**src/hw/rtl/scp_pkg.sv**
```systemverilog
package scp_pkg;

  localparam int unsigned TagBits     = 48;
  localparam int unsigned UsageBits   = 8;
  localparam int unsigned SlotOutBits = 3;
  localparam int unsigned DefSlots    = 8;
  localparam logic [UsageBits-1:0] UsageMax = 8'hFF;

  typedef enum logic [1:0] {
    OP_SELECT = 2'd0,
    OP_CLEAR  = 2'd1,
    OP_FLUSH  = 2'd2,
    OP_RECORD = 2'd3
  } op_e;

  typedef enum logic [2:0] {
    KIND_SELECTED  = 3'd0,
    KIND_CLEARED   = 3'd1,
    KIND_NOT_FOUND = 3'd2,
    KIND_WRITEBACK = 3'd3,
    KIND_DEV_FLUSH = 3'd4,
    KIND_RECORDED  = 3'd5
  } kind_e;

  // Write command from the sequencer to the slot store
  typedef struct packed {
    logic                 tag_en;
    logic                 dirty_en;
    logic                 usage_en;
    logic [TagBits-1:0]   tag;
    logic                 dirty;
    logic [UsageBits-1:0] usage;
  } wr_cmd_t;

endpackage

```
**src/hw/rtl/scp_store.sv**
```systemverilog
module scp_store #(
  parameter int unsigned SLOTS = scp_pkg::DefSlots
) (
  input  logic                               clk_i,
  input  logic                               rst_ni,
  input  logic [$clog2(SLOTS)-1:0]           rd_idx_i,
  output logic [scp_pkg::TagBits-1:0]        rd_tag_o,
  output logic                               rd_dirty_o,
  output logic [scp_pkg::UsageBits-1:0]      rd_usage_o,
  input  logic [$clog2(SLOTS)-1:0]           wr_idx_i,
  input  scp_pkg::wr_cmd_t                   wr_i
);

  logic [scp_pkg::TagBits-1:0]   tags_q  [SLOTS];
  logic [scp_pkg::UsageBits-1:0] usage_q [SLOTS];
  logic [SLOTS-1:0]              dirty_q;

  assign rd_tag_o   = tags_q[rd_idx_i];
  assign rd_dirty_o = dirty_q[rd_idx_i];
  assign rd_usage_o = usage_q[rd_idx_i];

  always_ff @(posedge clk_i or negedge rst_ni) begin
    if (!rst_ni) begin
      for (int i = 0; i < SLOTS; i++) begin
        tags_q[i]  <= '0;
        usage_q[i] <= '0;
      end
      dirty_q <= '0;
    end else begin
      if (wr_i.tag_en) begin
        tags_q[wr_idx_i] <= wr_i.tag;
      end
      if (wr_i.usage_en) begin
        usage_q[wr_idx_i] <= wr_i.usage;
      end
      if (wr_i.dirty_en) begin
        dirty_q[wr_idx_i] <= wr_i.dirty;
      end
    end
  end

endmodule

```
**src/hw/rtl/scp_seq.sv**
```systemverilog
module scp_seq #(
  parameter int unsigned SLOTS = scp_pkg::DefSlots
) (
  input  logic                                clk_i,
  input  logic                                rst_ni,
  input  logic                                wb_en_i,
  input  logic                                in_valid_i,
  output logic                                in_ready_o,
  input  logic [1:0]                          opcode_i,
  input  logic [scp_pkg::TagBits-1:0]         block_number_i,
  input  logic [2:0]                          slot_index_i,
  input  logic                                dirty_in_i,
  input  logic [scp_pkg::UsageBits-1:0]       usage_in_i,
  output logic                                out_valid_o,
  input  logic                                out_ready_i,
  output logic [2:0]                          kind_o,
  output logic [scp_pkg::SlotOutBits-1:0]     slot_out_o,
  output logic [scp_pkg::TagBits-1:0]         block_out_o,
  output logic                                last_o,
  output logic [$clog2(SLOTS)-1:0]            rd_idx_o,
  input  logic [scp_pkg::TagBits-1:0]         rd_tag_i,
  input  logic                                rd_dirty_i,
  input  logic [scp_pkg::UsageBits-1:0]       rd_usage_i,
  output logic [$clog2(SLOTS)-1:0]            wr_idx_o,
  output scp_pkg::wr_cmd_t                    wr_o
);

  localparam int unsigned SlotW = $clog2(SLOTS);
  localparam int unsigned CntW  = $clog2(SLOTS + 1);

  typedef enum logic [1:0] {
    S_IDLE,
    S_SCAN,
    S_WB,
    S_DONE
  } state_e;

  state_e                          state_q, state_d;
  scp_pkg::op_e                    op_q, op_d;
  logic [scp_pkg::TagBits-1:0]     blk_q, blk_d;
  logic [2:0]                      sidx_q, sidx_d;
  logic                            din_q, din_d;
  logic [scp_pkg::UsageBits-1:0]   uin_q, uin_d;
  logic [CntW-1:0]                 idx_q, idx_d;
  logic [SlotW-1:0]                clean_q, clean_d;
  logic                            have_clean_q, have_clean_d;
  logic [SlotW-1:0]                best_q, best_d;
  logic                            have_low_q, have_low_d;
  logic [scp_pkg::UsageBits-1:0]   lowest_q, lowest_d;
  logic [SlotW-1:0]                rr_q, rr_d;
  scp_pkg::kind_e                  res_kind_q, res_kind_d;
  logic [scp_pkg::SlotOutBits-1:0] res_slot_q, res_slot_d;

  logic                            out_valid_q, out_valid_d;
  scp_pkg::kind_e                  kind_q, kind_d;
  logic [scp_pkg::SlotOutBits-1:0] slot_q, slot_d;
  logic [scp_pkg::TagBits-1:0]     block_q, block_d;
  logic                            last_q, last_d;

  logic             out_free;
  logic             scan_end;
  logic             tag_hit;
  logic [SlotW-1:0] cur;

  assign out_free = !out_valid_q || out_ready_i;
  assign scan_end = (idx_q == CntW'(SLOTS));
  assign cur      = idx_q[SlotW-1:0];
  assign tag_hit  = (rd_tag_i == blk_q);
  assign rd_idx_o = cur;

  assign in_ready_o  = (state_q == S_IDLE);
  assign out_valid_o = out_valid_q;
  assign kind_o      = kind_q;
  assign slot_out_o  = slot_q;
  assign block_out_o = block_q;
  assign last_o      = last_q;

  always_comb begin
    state_d      = state_q;
    op_d         = op_q;
    blk_d        = blk_q;
    sidx_d       = sidx_q;
    din_d        = din_q;
    uin_d        = uin_q;
    idx_d        = idx_q;
    clean_d      = clean_q;
    have_clean_d = have_clean_q;
    best_d       = best_q;
    have_low_d   = have_low_q;
    lowest_d     = lowest_q;
    rr_d         = rr_q;
    res_kind_d   = res_kind_q;
    res_slot_d   = res_slot_q;
    out_valid_d  = out_valid_q && !out_ready_i;
    kind_d       = kind_q;
    slot_d       = slot_q;
    block_d      = block_q;
    last_d       = last_q;
    wr_o         = '0;
    wr_idx_o     = cur;

    case (state_q)
      S_IDLE: begin
        if (in_valid_i) begin
          op_d         = scp_pkg::op_e'(opcode_i);
          blk_d        = block_number_i;
          sidx_d       = slot_index_i;
          din_d        = dirty_in_i;
          uin_d        = usage_in_i;
          idx_d        = '0;
          have_clean_d = 1'b0;
          have_low_d   = 1'b0;
          lowest_d     = scp_pkg::UsageMax;
          clean_d      = '0;
          best_d       = '0;
          state_d      = S_SCAN;
        end
      end

      S_SCAN: begin
        case (op_q)
          scp_pkg::OP_SELECT: begin
            res_kind_d = scp_pkg::KIND_SELECTED;
            if (scan_end) begin
              if (have_clean_q) begin
                res_slot_d = scp_pkg::SlotOutBits'(clean_q);
              end else if (have_low_q) begin
                res_slot_d = scp_pkg::SlotOutBits'(best_q);
              end else begin
                // fall back on the round-robin pointer and advance it
                res_slot_d = scp_pkg::SlotOutBits'(rr_q);
                rr_d = (rr_q == SlotW'(SLOTS - 1)) ? '0 : rr_q + 1'b1;
              end
              state_d = S_DONE;
            end else if (rd_dirty_i && tag_hit) begin
              res_slot_d = scp_pkg::SlotOutBits'(cur);
              state_d    = S_DONE;
            end else begin
              if (!rd_dirty_i) begin
                clean_d      = cur;
                have_clean_d = 1'b1;
              end
              if (rd_usage_i < lowest_q) begin
                lowest_d   = rd_usage_i;
                best_d     = cur;
                have_low_d = 1'b1;
              end
              idx_d = idx_q + 1'b1;
            end
          end

          scp_pkg::OP_CLEAR: begin
            if (scan_end) begin
              res_kind_d = scp_pkg::KIND_NOT_FOUND;
              res_slot_d = '0;
              state_d    = S_DONE;
            end else if (tag_hit) begin
              res_kind_d = scp_pkg::KIND_CLEARED;
              res_slot_d = scp_pkg::SlotOutBits'(cur);
              state_d    = (wb_en_i && rd_dirty_i) ? S_WB : S_DONE;
            end else begin
              idx_d = idx_q + 1'b1;
            end
          end

          scp_pkg::OP_FLUSH: begin
            if (scan_end) begin
              res_kind_d = scp_pkg::KIND_DEV_FLUSH;
              res_slot_d = '0;
              state_d    = S_DONE;
            end else if (rd_dirty_i) begin
              // hold the scan until the output register frees up
              if (out_free) begin
                out_valid_d = 1'b1;
                kind_d      = scp_pkg::KIND_WRITEBACK;
                slot_d      = scp_pkg::SlotOutBits'(cur);
                block_d     = rd_tag_i;
                last_d      = 1'b0;
                wr_o.dirty_en = 1'b1;
                idx_d       = idx_q + 1'b1;
              end
            end else begin
              idx_d = idx_q + 1'b1;
            end
          end

          scp_pkg::OP_RECORD: begin
            res_slot_d = sidx_q;
            if ({1'b0, sidx_q} < 4'(SLOTS)) begin
              res_kind_d    = scp_pkg::KIND_RECORDED;
              wr_idx_o      = sidx_q[SlotW-1:0];
              wr_o.tag_en   = 1'b1;
              wr_o.dirty_en = 1'b1;
              wr_o.usage_en = 1'b1;
              wr_o.tag      = blk_q;
              wr_o.dirty    = din_q;
              wr_o.usage    = uin_q;
            end else begin
              res_kind_d = scp_pkg::KIND_NOT_FOUND;
            end
            state_d = S_DONE;
          end

          default: begin
            state_d = S_IDLE;
          end
        endcase
      end

      S_WB: begin
        if (out_free) begin
          out_valid_d = 1'b1;
          kind_d      = scp_pkg::KIND_WRITEBACK;
          slot_d      = scp_pkg::SlotOutBits'(cur);
          block_d     = rd_tag_i;
          last_d      = 1'b0;
          state_d     = S_DONE;
        end
      end

      S_DONE: begin
        if (out_free) begin
          out_valid_d = 1'b1;
          kind_d      = res_kind_q;
          slot_d      = res_slot_q;
          block_d     = '0;
          last_d      = 1'b1;
          // drop the cleared slot: tag, dirty bit and usage all to zero
          if (op_q == scp_pkg::OP_CLEAR && res_kind_q == scp_pkg::KIND_CLEARED) begin
            wr_o.tag_en   = 1'b1;
            wr_o.dirty_en = 1'b1;
            wr_o.usage_en = 1'b1;
          end
          state_d = S_IDLE;
        end
      end

      default: begin
        state_d = S_IDLE;
      end
    endcase
  end

  always_ff @(posedge clk_i or negedge rst_ni) begin
    if (!rst_ni) begin
      state_q      <= S_IDLE;
      rr_q         <= '0;
      out_valid_q  <= 1'b0;
      op_q         <= scp_pkg::OP_SELECT;
      blk_q        <= '0;
      sidx_q       <= '0;
      din_q        <= 1'b0;
      uin_q        <= '0;
      idx_q        <= '0;
      clean_q      <= '0;
      have_clean_q <= 1'b0;
      best_q       <= '0;
      have_low_q   <= 1'b0;
      lowest_q     <= scp_pkg::UsageMax;
      res_kind_q   <= scp_pkg::KIND_SELECTED;
      res_slot_q   <= '0;
      kind_q       <= scp_pkg::KIND_SELECTED;
      slot_q       <= '0;
      block_q      <= '0;
      last_q       <= 1'b0;
    end else begin
      state_q      <= state_d;
      rr_q         <= rr_d;
      out_valid_q  <= out_valid_d;
      op_q         <= op_d;
      blk_q        <= blk_d;
      sidx_q       <= sidx_d;
      din_q        <= din_d;
      uin_q        <= uin_d;
      idx_q        <= idx_d;
      clean_q      <= clean_d;
      have_clean_q <= have_clean_d;
      best_q       <= best_d;
      have_low_q   <= have_low_d;
      lowest_q     <= lowest_d;
      res_kind_q   <= res_kind_d;
      res_slot_q   <= res_slot_d;
      kind_q       <= kind_d;
      slot_q       <= slot_d;
      block_q      <= block_d;
      last_q       <= last_d;
    end
  end

endmodule

```
**src/hw/rtl/sector_cache_slot_policy.sv**
```systemverilog
// Operation: a select, clear or flush walks the slots in order, one slot per cycle,
// through one shared tag and usage comparator; a flush holds on a dirty slot until the
// output register frees up. A select stops at a dirty slot holding its block, a clear
// at its tag hit; a record visits no slot. Requests are taken one at a time; each stalls
// while the consumer holds a result off. Reset: asynchronous, active low; all tags, dirty
// bits, usage counts and the round-robin pointer go to zero, writeback_enable to one.
module sector_cache_slot_policy #(
  // Valid range 2 to 8: slot numbers travel on three-bit fields
  parameter int unsigned SLOTS = scp_pkg::DefSlots
) (
  input  logic                              clk_i,
  input  logic                              rst_ni,
  input  logic                              cfg_we_i,
  input  logic                              cfg_wdata_i,
  input  logic                              in_valid_i,
  output logic                              in_ready_o,
  input  logic [1:0]                        opcode_i,
  input  logic [scp_pkg::TagBits-1:0]       block_number_i,
  input  logic [2:0]                        slot_index_i,
  input  logic                              dirty_in_i,
  input  logic [scp_pkg::UsageBits-1:0]     usage_in_i,
  output logic                              out_valid_o,
  input  logic                              out_ready_i,
  output logic [2:0]                        kind_o,
  output logic [2:0]                        slot_out_o,
  output logic [scp_pkg::TagBits-1:0]       block_out_o,
  output logic                              last_o
);

  localparam int unsigned SlotW = $clog2(SLOTS);

  // Write-back enable for clear requests; resets to enabled
  logic wb_en_q;

  logic [SlotW-1:0]              rd_idx;
  logic [scp_pkg::TagBits-1:0]   rd_tag;
  logic                          rd_dirty;
  logic [scp_pkg::UsageBits-1:0] rd_usage;
  logic [SlotW-1:0]              wr_idx;
  scp_pkg::wr_cmd_t              wr_cmd;

  always_ff @(posedge clk_i or negedge rst_ni) begin
    if (!rst_ni) begin
      wb_en_q <= 1'b1;
    end else if (cfg_we_i) begin
      wb_en_q <= cfg_wdata_i;
    end
  end

  // Per-slot tag, dirty bit and usage count; one read and one write port
  scp_store #(
    .SLOTS (SLOTS)
  ) u_store (
    .clk_i      (clk_i),
    .rst_ni     (rst_ni),
    .rd_idx_i   (rd_idx),
    .rd_tag_o   (rd_tag),
    .rd_dirty_o (rd_dirty),
    .rd_usage_o (rd_usage),
    .wr_idx_i   (wr_idx),
    .wr_i       (wr_cmd)
  );

  // Sequencer: walks the slots with the shared comparator, owns the result register
  scp_seq #(
    .SLOTS (SLOTS)
  ) u_seq (
    .clk_i          (clk_i),
    .rst_ni         (rst_ni),
    .wb_en_i        (wb_en_q),
    .in_valid_i     (in_valid_i),
    .in_ready_o     (in_ready_o),
    .opcode_i       (opcode_i),
    .block_number_i (block_number_i),
    .slot_index_i   (slot_index_i),
    .dirty_in_i     (dirty_in_i),
    .usage_in_i     (usage_in_i),
    .out_valid_o    (out_valid_o),
    .out_ready_i    (out_ready_i),
    .kind_o         (kind_o),
    .slot_out_o     (slot_out_o),
    .block_out_o    (block_out_o),
    .last_o         (last_o),
    .rd_idx_o       (rd_idx),
    .rd_tag_i       (rd_tag),
    .rd_dirty_i     (rd_dirty),
    .rd_usage_i     (rd_usage),
    .wr_idx_o       (wr_idx),
    .wr_o           (wr_cmd)
  );

endmodule
```
**config.mk**
```make
export PLATFORM = sky130hd
export DESIGN_NAME = sector_cache_slot_policy
export DESIGN_NICKNAME = d
export VERILOG_FILES = /design/src/hw/rtl/scp_pkg.sv /design/src/hw/rtl/scp_store.sv /design/src/hw/rtl/scp_seq.sv /design/src/hw/rtl/sector_cache_slot_policy.sv
export SDC_FILE = /design/constraint.sdc
export NUM_CORES = 1
export LEC_CHECK = 0
export ABC_AREA = 1
export ABC_CLOCK_PERIOD_IN_PS = 3200
export BUFFER_PORTS_ARGS = -buffer_cell sky130_fd_sc_hd__buf_2
export CAP_MARGIN = 20
export CORE_ASPECT_RATIO = 0.6
export CORE_MARGIN = 8
export CORE_UTILIZATION = 38
export DETAILED_ROUTE_END_ITERATION = 16
export SYNTH_ARGS = -nofsm -noshare
export SYNTH_HDL_FRONTEND = slang
export SYNTH_HIERARCHICAL = 1
export SYNTH_SLANG_ARGS = --single-unit
```
**constraint.sdc**
```tcl
create_clock -name clk_i -period 3.2 [get_ports clk_i]
set_input_delay 0.16 -clock clk_i [delete_from_list [all_inputs] [get_ports clk_i]]
set_output_delay 0.16 -clock clk_i [all_outputs]
set_load 0.02 [all_outputs]
```
==> results.toml, run 1 <==
[route]
via_per_inst = 4.87
routedWlPerCell_um = 17.6
num_vias = 26541
ant_nets = 0
dr.pass1.iters = 6
wirelength_um = 95900
drcViolationCount = 0
drt-initial-drc-count = 2933

[synth]
seq_area_frac_synth_pct = 49.9
synth_cells = 4163
synth_xor_area_share_pct = 0.605
synth_top_family_by_area = "simple AND/OR/NAND/NOR gates"
synthMuxAreaShare_pct = 0.0370
synth_area_mm2 = 0.0304
synth_ff_type = "dfrtp_1"
avgSynthCellArea_um2 = 7.30
yosysUniqueCellTypes = 42
ys_async_sr_fraction_pct = 100
synth_compound_area_share_pct = 10.5
synth_fp_nets = 4246
yosys.area_share.simple_pct = 26.6
synth_seq_cells = 606
synth_edf_count = 0
synthAdderAreaFrac_pct = 0.617
yosys_warnings = 6

[die]
core_mm2 = 0.0794
ios = 125
dieArea_mm2 = 0.0896
die_w_um = 381
placementRows = 80
start_util_pct = 38.3
die_h_um = 235

[worst_setup_path]
crit_chain = "buf_12 -> clkinv_16 -> buf_12 -> buf_4 -> nand2_1 -> nand3_1 -> nand2_1 -> nand2_1 -> nand2_1 -> xnor2_2 -> nand2_1 -> nor2_1 -> nand2_1 -> nor2_4 -> nand3_4 -> o211ai_4 -> clkbuf_16 -> nand2_1 -> o21ai_2"
r2r_start = "u_seq/idx_q[0]"
regToRegEndpoint = "u_seq/best_q[0]"
crit_path_max_incr_delay_ns = 0.50
startpoint_type = "flip-flop"
reg2reg_setup_slack_ns = 0.04
worstRegToRegCells = 19
worst_ep_arrival_time_ns = 3.73
critPathMaxFanout = 10
crit_buf_inv = 5
slowest_stage = "dfrtp_4"
cp_data_required_time_ns = 3.77
crit_top_cell = "nand2_1"
worstSetupPathType = "flip-flop to flip-flop"
cp-end-kind = "flip-flop"
cp_top_family = "simple AND/OR/NAND/NOR gates"

[placement]
dp.final_hpwl_um = 60000
io_buffers = 124
pre_cts_slack_ns = 0.00682
gp_congestion = 0.878

[sta]
max_freq_ghz = 0.317
skew_ns = 0.0151
timing.final.ws_setup_ns = 0.0442
layout_min_cycle_time_ns = 3.16
finalHoldViolCount = 0
setup-violations-final = 0
hold_slack_ns = 0.0638
rsz0062_at_grt = "true"
fin_crit_sh_pct = 98.6
timing.slew.headroom_pct = 53.2
slew_viol_final = 0
worstMarginPinSlew_ns = 0.703

[run]
max_cap_violations = 0

[clock_network]
cts_buffers = 60
clk_path_buf_depth = 3
clk_root_buffer_cell = "clkbuf_16"
ctsHtreeMaxLevel = 2
cts_tree = "yes"
clk_latency_ns = 0.64
clk_pin_slew_ns = 0.06
cts.sinks = 606

[grt]
grt_antenna_before_repair = 1
overflow = 0
grt_max_degree = 98
grt_pass1_wl_um = 148000
grt.total_usage_pct = 20.5
grt_pass1_vias = 24726

[power]
power_frac_clock_pct = 26.5
power.share.sequential_pct = 32.9
p_int_uw = 16800
total_leakage_power_uw = 0.0175
switchingPower_uw = 11600
p_per_area_mw_per_mm2 = 785
p_sw_share_pct = 40.7
pwr-share-comb_pct = 40.6
vdd_drop_max_uv = 458

[run_status]
outcome = "completed"

[finish]
area.growth.synth_to_final_pct = 19.0
drive_above_1_share_pct = 10.9
nets = 4416
diodes = 0

[worst_hold_path]
hold_path_end = "u_seq/state_q[1]"
worstHoldStart = "in_valid_i"
hold_depth = 5
hold_class = "input port to flip-flop"
-- synthesized netlist by cell type, drive strengths merged (2+ instances only) --
cell type | count | share of area [%]
nand4 | 7 | 0.16
o21ai | 546 | 9.1
clkinv | 2 | 0.025
ha | 15 | 0.62
nor3 | 2 | 0.033
a21oi | 11 | 0.19
buf | 96 | 2.0
o211ai | 3 | 0.12
xor2 | 5 | 0.14
xnor2 | 16 | 0.46
nand3 | 265 | 4.4
inv | 645 | 8.0
dfrtp | 597 | 49
nand2 | 1630 | 20
dfstp | 9 | 0.78
o31ai | 33 | 0.81
o22ai | 3 | 0.062
clkbuf | 130 | 1.6
nor2 | 133 | 1.8
o22a | 2 | 0.058
a31oi | 2 | 0.041
or2 | 4 | 0.082
-- worst register-to-register path: stages, from the launching register on --
cell and delay (ns):
dfrtp_4 0.50, buf_12 0.17, clkinv_16 0.10, buf_12 0.14, buf_4 0.14, nand2_1 0.05
nand3_1 0.07, nand2_1 0.06, nand2_1 0.05, nand2_1 0.11, xnor2_2 0.29, nand2_1 0.17
nor2_1 0.13, nand2_1 0.09, nor2_4 0.15, nand3_4 0.16, o211ai_4 0.38, clkbuf_16 0.22
nand2_1 0.06, o21ai_2 0.05
-- state kept, by name, summed over array words and instances (netlist names), 4 cells and up --
signal / flops
u_store/tags_q: 384
u_store/usage_q: 64
u_seq/blk_q: 48
u_seq/block_out_o: 48
u_seq/lowest_q: 8
u_seq/uin_q: 8
u_store/dirty_q: 8
u_seq/idx_q: 4
-- power by group through the flow --
stage	logic (µW)	registers (µW)	clock network [µW]
final	11500	9350	7520
after global routing	12700	9470	7970
after global placement	10300	9460	0
after detailed placement	10300	9470	0
after CTS	10500	9350	7680
after floorplan	6210	9540	0
-- placed cells by master, fill, tap and decap left out, types with 67 or more instances in the layout --
cell / netlist / layout
inv_1: 638 / 629
nand2_1: 1629 / 1596
o21ai_1: 65 / 67
buf_4: 14 / 75
clkbuf_16: 0 / 72
o21ai_0: 473 / 471
dlygate4sd3_1: 0 / 67
nand3_1: 260 / 256
buf_2: 30 / 123
dfrtp_1: 597 / 594
nor2_1: 124 / 115
-- metal layers --
layer / vias to the layer above / track usage [%] / part of all wire (%)
li1: 13067 / - / -
met1: 12386 / 31.9 / 49
met2: 962 / 28.8 / 40
met3: 126 / 4.40 / 8.7
met4: 0 / 4.36 / 1.9
met5: - / 0 / 0
-- cell families after synthesis --
kind of cell	Yosys count
flip-flops	606
AO/OA/AOI/OAI	605
adder cells (fa/ha/maj)	15
XOR/XNOR	21
multiplexers	1
AND/OR/NAND/NOR	2042
buffers and inverters	873
-- area by class of cell --
| cell class | count | area, µm² |
|---|---|---|
| timing repair inverter | 2 | 20.0 |
| fill | 8023 | 43200 |
| multi-input combinational | 2684 | 11900 |
| clock inverter | 21 | 294 |
| inverter | 647 | 2460 |
| tap | 1066 | 1330 |
| sequential | 606 | 15200 |
| clock buffer | 88 | 1770 |
| timing repair buffer | 332 | 3170 |
-- worst max-delay path by stage --
stage	from	end	slack [ns]	cells after the start
after floorplan	u_seq/idx_q[0]	u_seq/best_q[0]	0.44	17
after global placement	u_seq/idx_q[0]	u_seq/res_slot_q[1]	0.04	22
after detailed placement	u_seq/idx_q[0]	u_seq/res_slot_q[0]	0.007	18
after CTS	u_seq/idx_q[0]	u_seq/res_slot_q[0]	0.03	19
after global routing	u_seq/idx_q[0]	u_seq/best_q[0]	-0.07	19
final	u_seq/idx_q[0]	u_seq/best_q[0]	0.04	19
-- metrics by stage --
step	TNS [ns]	util (%)	total power, µW	std cells	area (µm²)
2_1_floorplan	0	-	15700	4163	30400
3_3_place_gp	0	41.1	19800	5241	32700
3_5_place_dp	0	41.1	19800	5241	32700
4_1_cts	0	44.6	27500	5417	35400
5_1_grt	-0.752	45.6	30200	5446	36200
6_report	0	45.6	28400	5446	36200
-- timing repair --
| item | CTS | global route |
|---|---|---|
| gates cloned | 0 | 16 |
| hold buffers | 67 | 0 |
| pin swaps | 1 | 16 |
| endpoints found under the setup margin | 4 | 38 |
| gates resized for setup | 3 | 87 |
| endpoints found under the hold margin | 122 | 0 |
| setup buffers | 0 | 14 |
(Power assumes the default switching activity.)
==> run 2: changes to the inputs <==
--- a/config.mk
+++ b/config.mk
@@ -7,7 +7,7 @@
 export LEC_CHECK = 0
 export ABC_AREA = 1
 export ABC_CLOCK_PERIOD_IN_PS = 3200
-export BUFFER_PORTS_ARGS = -buffer_cell sky130_fd_sc_hd__buf_2
+export BUFFER_PORTS_ARGS = -buffer_cell sky130_fd_sc_hd__buf_4
 export CAP_MARGIN = 20
 export CORE_ASPECT_RATIO = 0.6
 export CORE_MARGIN = 8
==> run 2 against run 1 <==
Sequential share of layout area decreased by 0.56 points. Flip-flop and latch count did not move. Clock power rose by 3.7%. Highest routed layer unchanged. Clock-buffer cell count is 8 lower. Final cell count rose by 0.46%. Global-route usage about the same. Worst setup slack about the same. Power grew 1.3%. Worst hold slack better by 0.085 ns. Die area stayed put. Register-to-register slack about the same.
==> results.toml, run 2 (synthesized netlist as in run 1, its figures left out) <==
[run_status]
outcome = "completed"

[clock_network]
cts.sinks = 606
clk_path_buf_depth = 3
cts_tree = "yes"
clk_root_buffer_cell = "clkbuf_16"
clk_latency_ns = 0.65
ctsHtreeMaxLevel = 2
clk_pin_slew_ns = 0.07
cts_buffers = 60

[worst_setup_path]
worst_ep_arrival_time_ns = 3.62
cp_data_required_time_ns = 3.66
worstSetupPathType = "flip-flop to flip-flop"
worstRegToRegCells = 12
reg2reg_setup_slack_ns = 0.04
startpoint_type = "flip-flop"
cp-end-kind = "flip-flop"
critPathMaxFanout = 28
regToRegEndpoint = "u_seq/block_out_o[30]"
r2r_start = "u_seq/idx_q[0]"

[finish]
area.growth.synth_to_final_pct = 20.6
nFillCells = 7819
fin_area_mm2 = 0.0367
top_register = "u_store/tags_q"
final_common_cell = "nand2_1"
diodes = 0
nets = 4437
layout_common_cells = "1610 x nand2_1, 634 x inv_1, 594 x dfrtp_1, 469 x o21ai_0, 254 x nand3_1"
largest_register_ffs = 384
drive_above_1_share_pct = 11.2
top_regs = "u_store/tags_q x384, u_store/usage_q x64"

[grt]
grt_pass1_wl_um = 148000
grt_pass1_vias = 24673
grt.total_usage_pct = 20.5
overflow = 0
grt_max_degree = 98
grt_antenna_before_repair = 0

[sta]
finalHoldViolCount = 0
layout_min_cycle_time_ns = 3.16
max_freq_ghz = 0.317
worstMarginPinSlew_ns = 0.921
final.setup.tns_ns = 0
fin_crit_sh_pct = 98.6
timing.final.ws_setup_ns = 0.0442
hold_slack_ns = 0.148
skew_ns = 0.0304
setup-violations-final = 0
rsz0062_at_grt = "true"
timing.slew.headroom_pct = 38.6
slew_viol_final = 0

[die]
die_h_um = 235
dieArea_mm2 = 0.0896
start_util_pct = 38.3
die_w_um = 381
placementRows = 80
core_mm2 = 0.0794
ios = 125

[route]
dr.pass1.iters = 5
drcViolationCount = 0
via_per_inst = 4.85
ant_nets = 0
drt-initial-drc-count = 2974
num_vias = 26524
wirelength_um = 95000
routedWlPerCell_um = 17.4

[power]
vdd_drop_max_uv = 492
p_per_area_mw_per_mm2 = 785
total_leakage_power_uw = 0.0177
p_total_uw = 28800

[placement]
dpl_cell_area_mm2 = 0.0334
io_buffers = 124
pre_cts_slack_ns = -0.0994
dp.final_hpwl_um = 60900
gp_congestion = 0.874

[worst_hold_path]
hold_class = "input port to async pin"

[run]
max_cap_violations = 0
## run 2: routing by layer
metal  wire, µm  GRT usage, %
met4       1270          3.83
met1      46700          32.0
met3       7420          3.77
met2      39600          29.5
met5          0             0
## run 2: critical path, cell delays in order, from the launching register on
cell and delay (ns):
dfrtp_4 0.58, clkbuf_16 0.24, buf_4 0.31, inv_1 0.12, ha_1 0.23, nand2_1 0.18, nor2_4 0.09, inv_2 0.13
nor2_2 0.09, inv_1 0.13, nand4_4 0.15, buf_12 0.21, o31ai_1 0.46
## run 2: repair_timing
item / in CTS / in global routing
cloned: 0 / 7
endpoints found under the hold margin: 141 / 0
pin swaps: 0 / 16
hold buffers: 68 / 0
setup buffers: 0 / 7
resized for setup: 8 / 52
setup endpoints to repair: 12 / 43
## run 2: worst max path at each step
stage,end,depth (start not counted),from
2_1_floorplan,u_seq/best_q[0],17,u_seq/idx_q[0]
6_report,u_seq/block_out_o[30],12,u_seq/idx_q[0]
5_1_grt,u_store/usage_q[53],8,u_seq/state_q[1]
3_5_place_dp,u_seq/res_slot_q[2],21,u_seq/idx_q[0]
3_3_place_gp,u_seq/res_slot_q[2],19,u_seq/idx_q[0]
4_1_cts,u_seq/res_slot_q[2],21,u_seq/idx_q[0]
## run 2: area by class of cell
| type | count | area (µm²) | share of cell area (%) |
|---|---|---|---|
| clock inverter | 33 | 419 | 1.14 |
| clock buffer | 80 | 1750 | 4.77 |
| tap | 1066 | 1330 | 3.64 |
| timing repair buffer | 353 | 3560 | 9.70 |
| multi-input combinational | 2684 | 11900 | 32.6 |
| inverter | 647 | 2450 | 6.67 |
| timing repair inverter | 2 | 17.5 | 0.0478 |
| sequential | 606 | 15200 | 41.4 |
## run 2: metrics by stage
step / util (%) / cells
2_1_floorplan: - / 4163
3_3_place_gp: 42.0 / 5275
3_5_place_dp: 42.0 / 5276
4_1_cts: 45.7 / 5457
5_1_grt: 46.2 / 5471
6_report: 46.2 / 5471
## run 2: power breakdown
group          internal (µW)  total (µW)  switching (µW)
logic                   3980       11600            7590
clock network           4560        7800            3240
registers               8670        9390             713
total                  17200       28800           11500
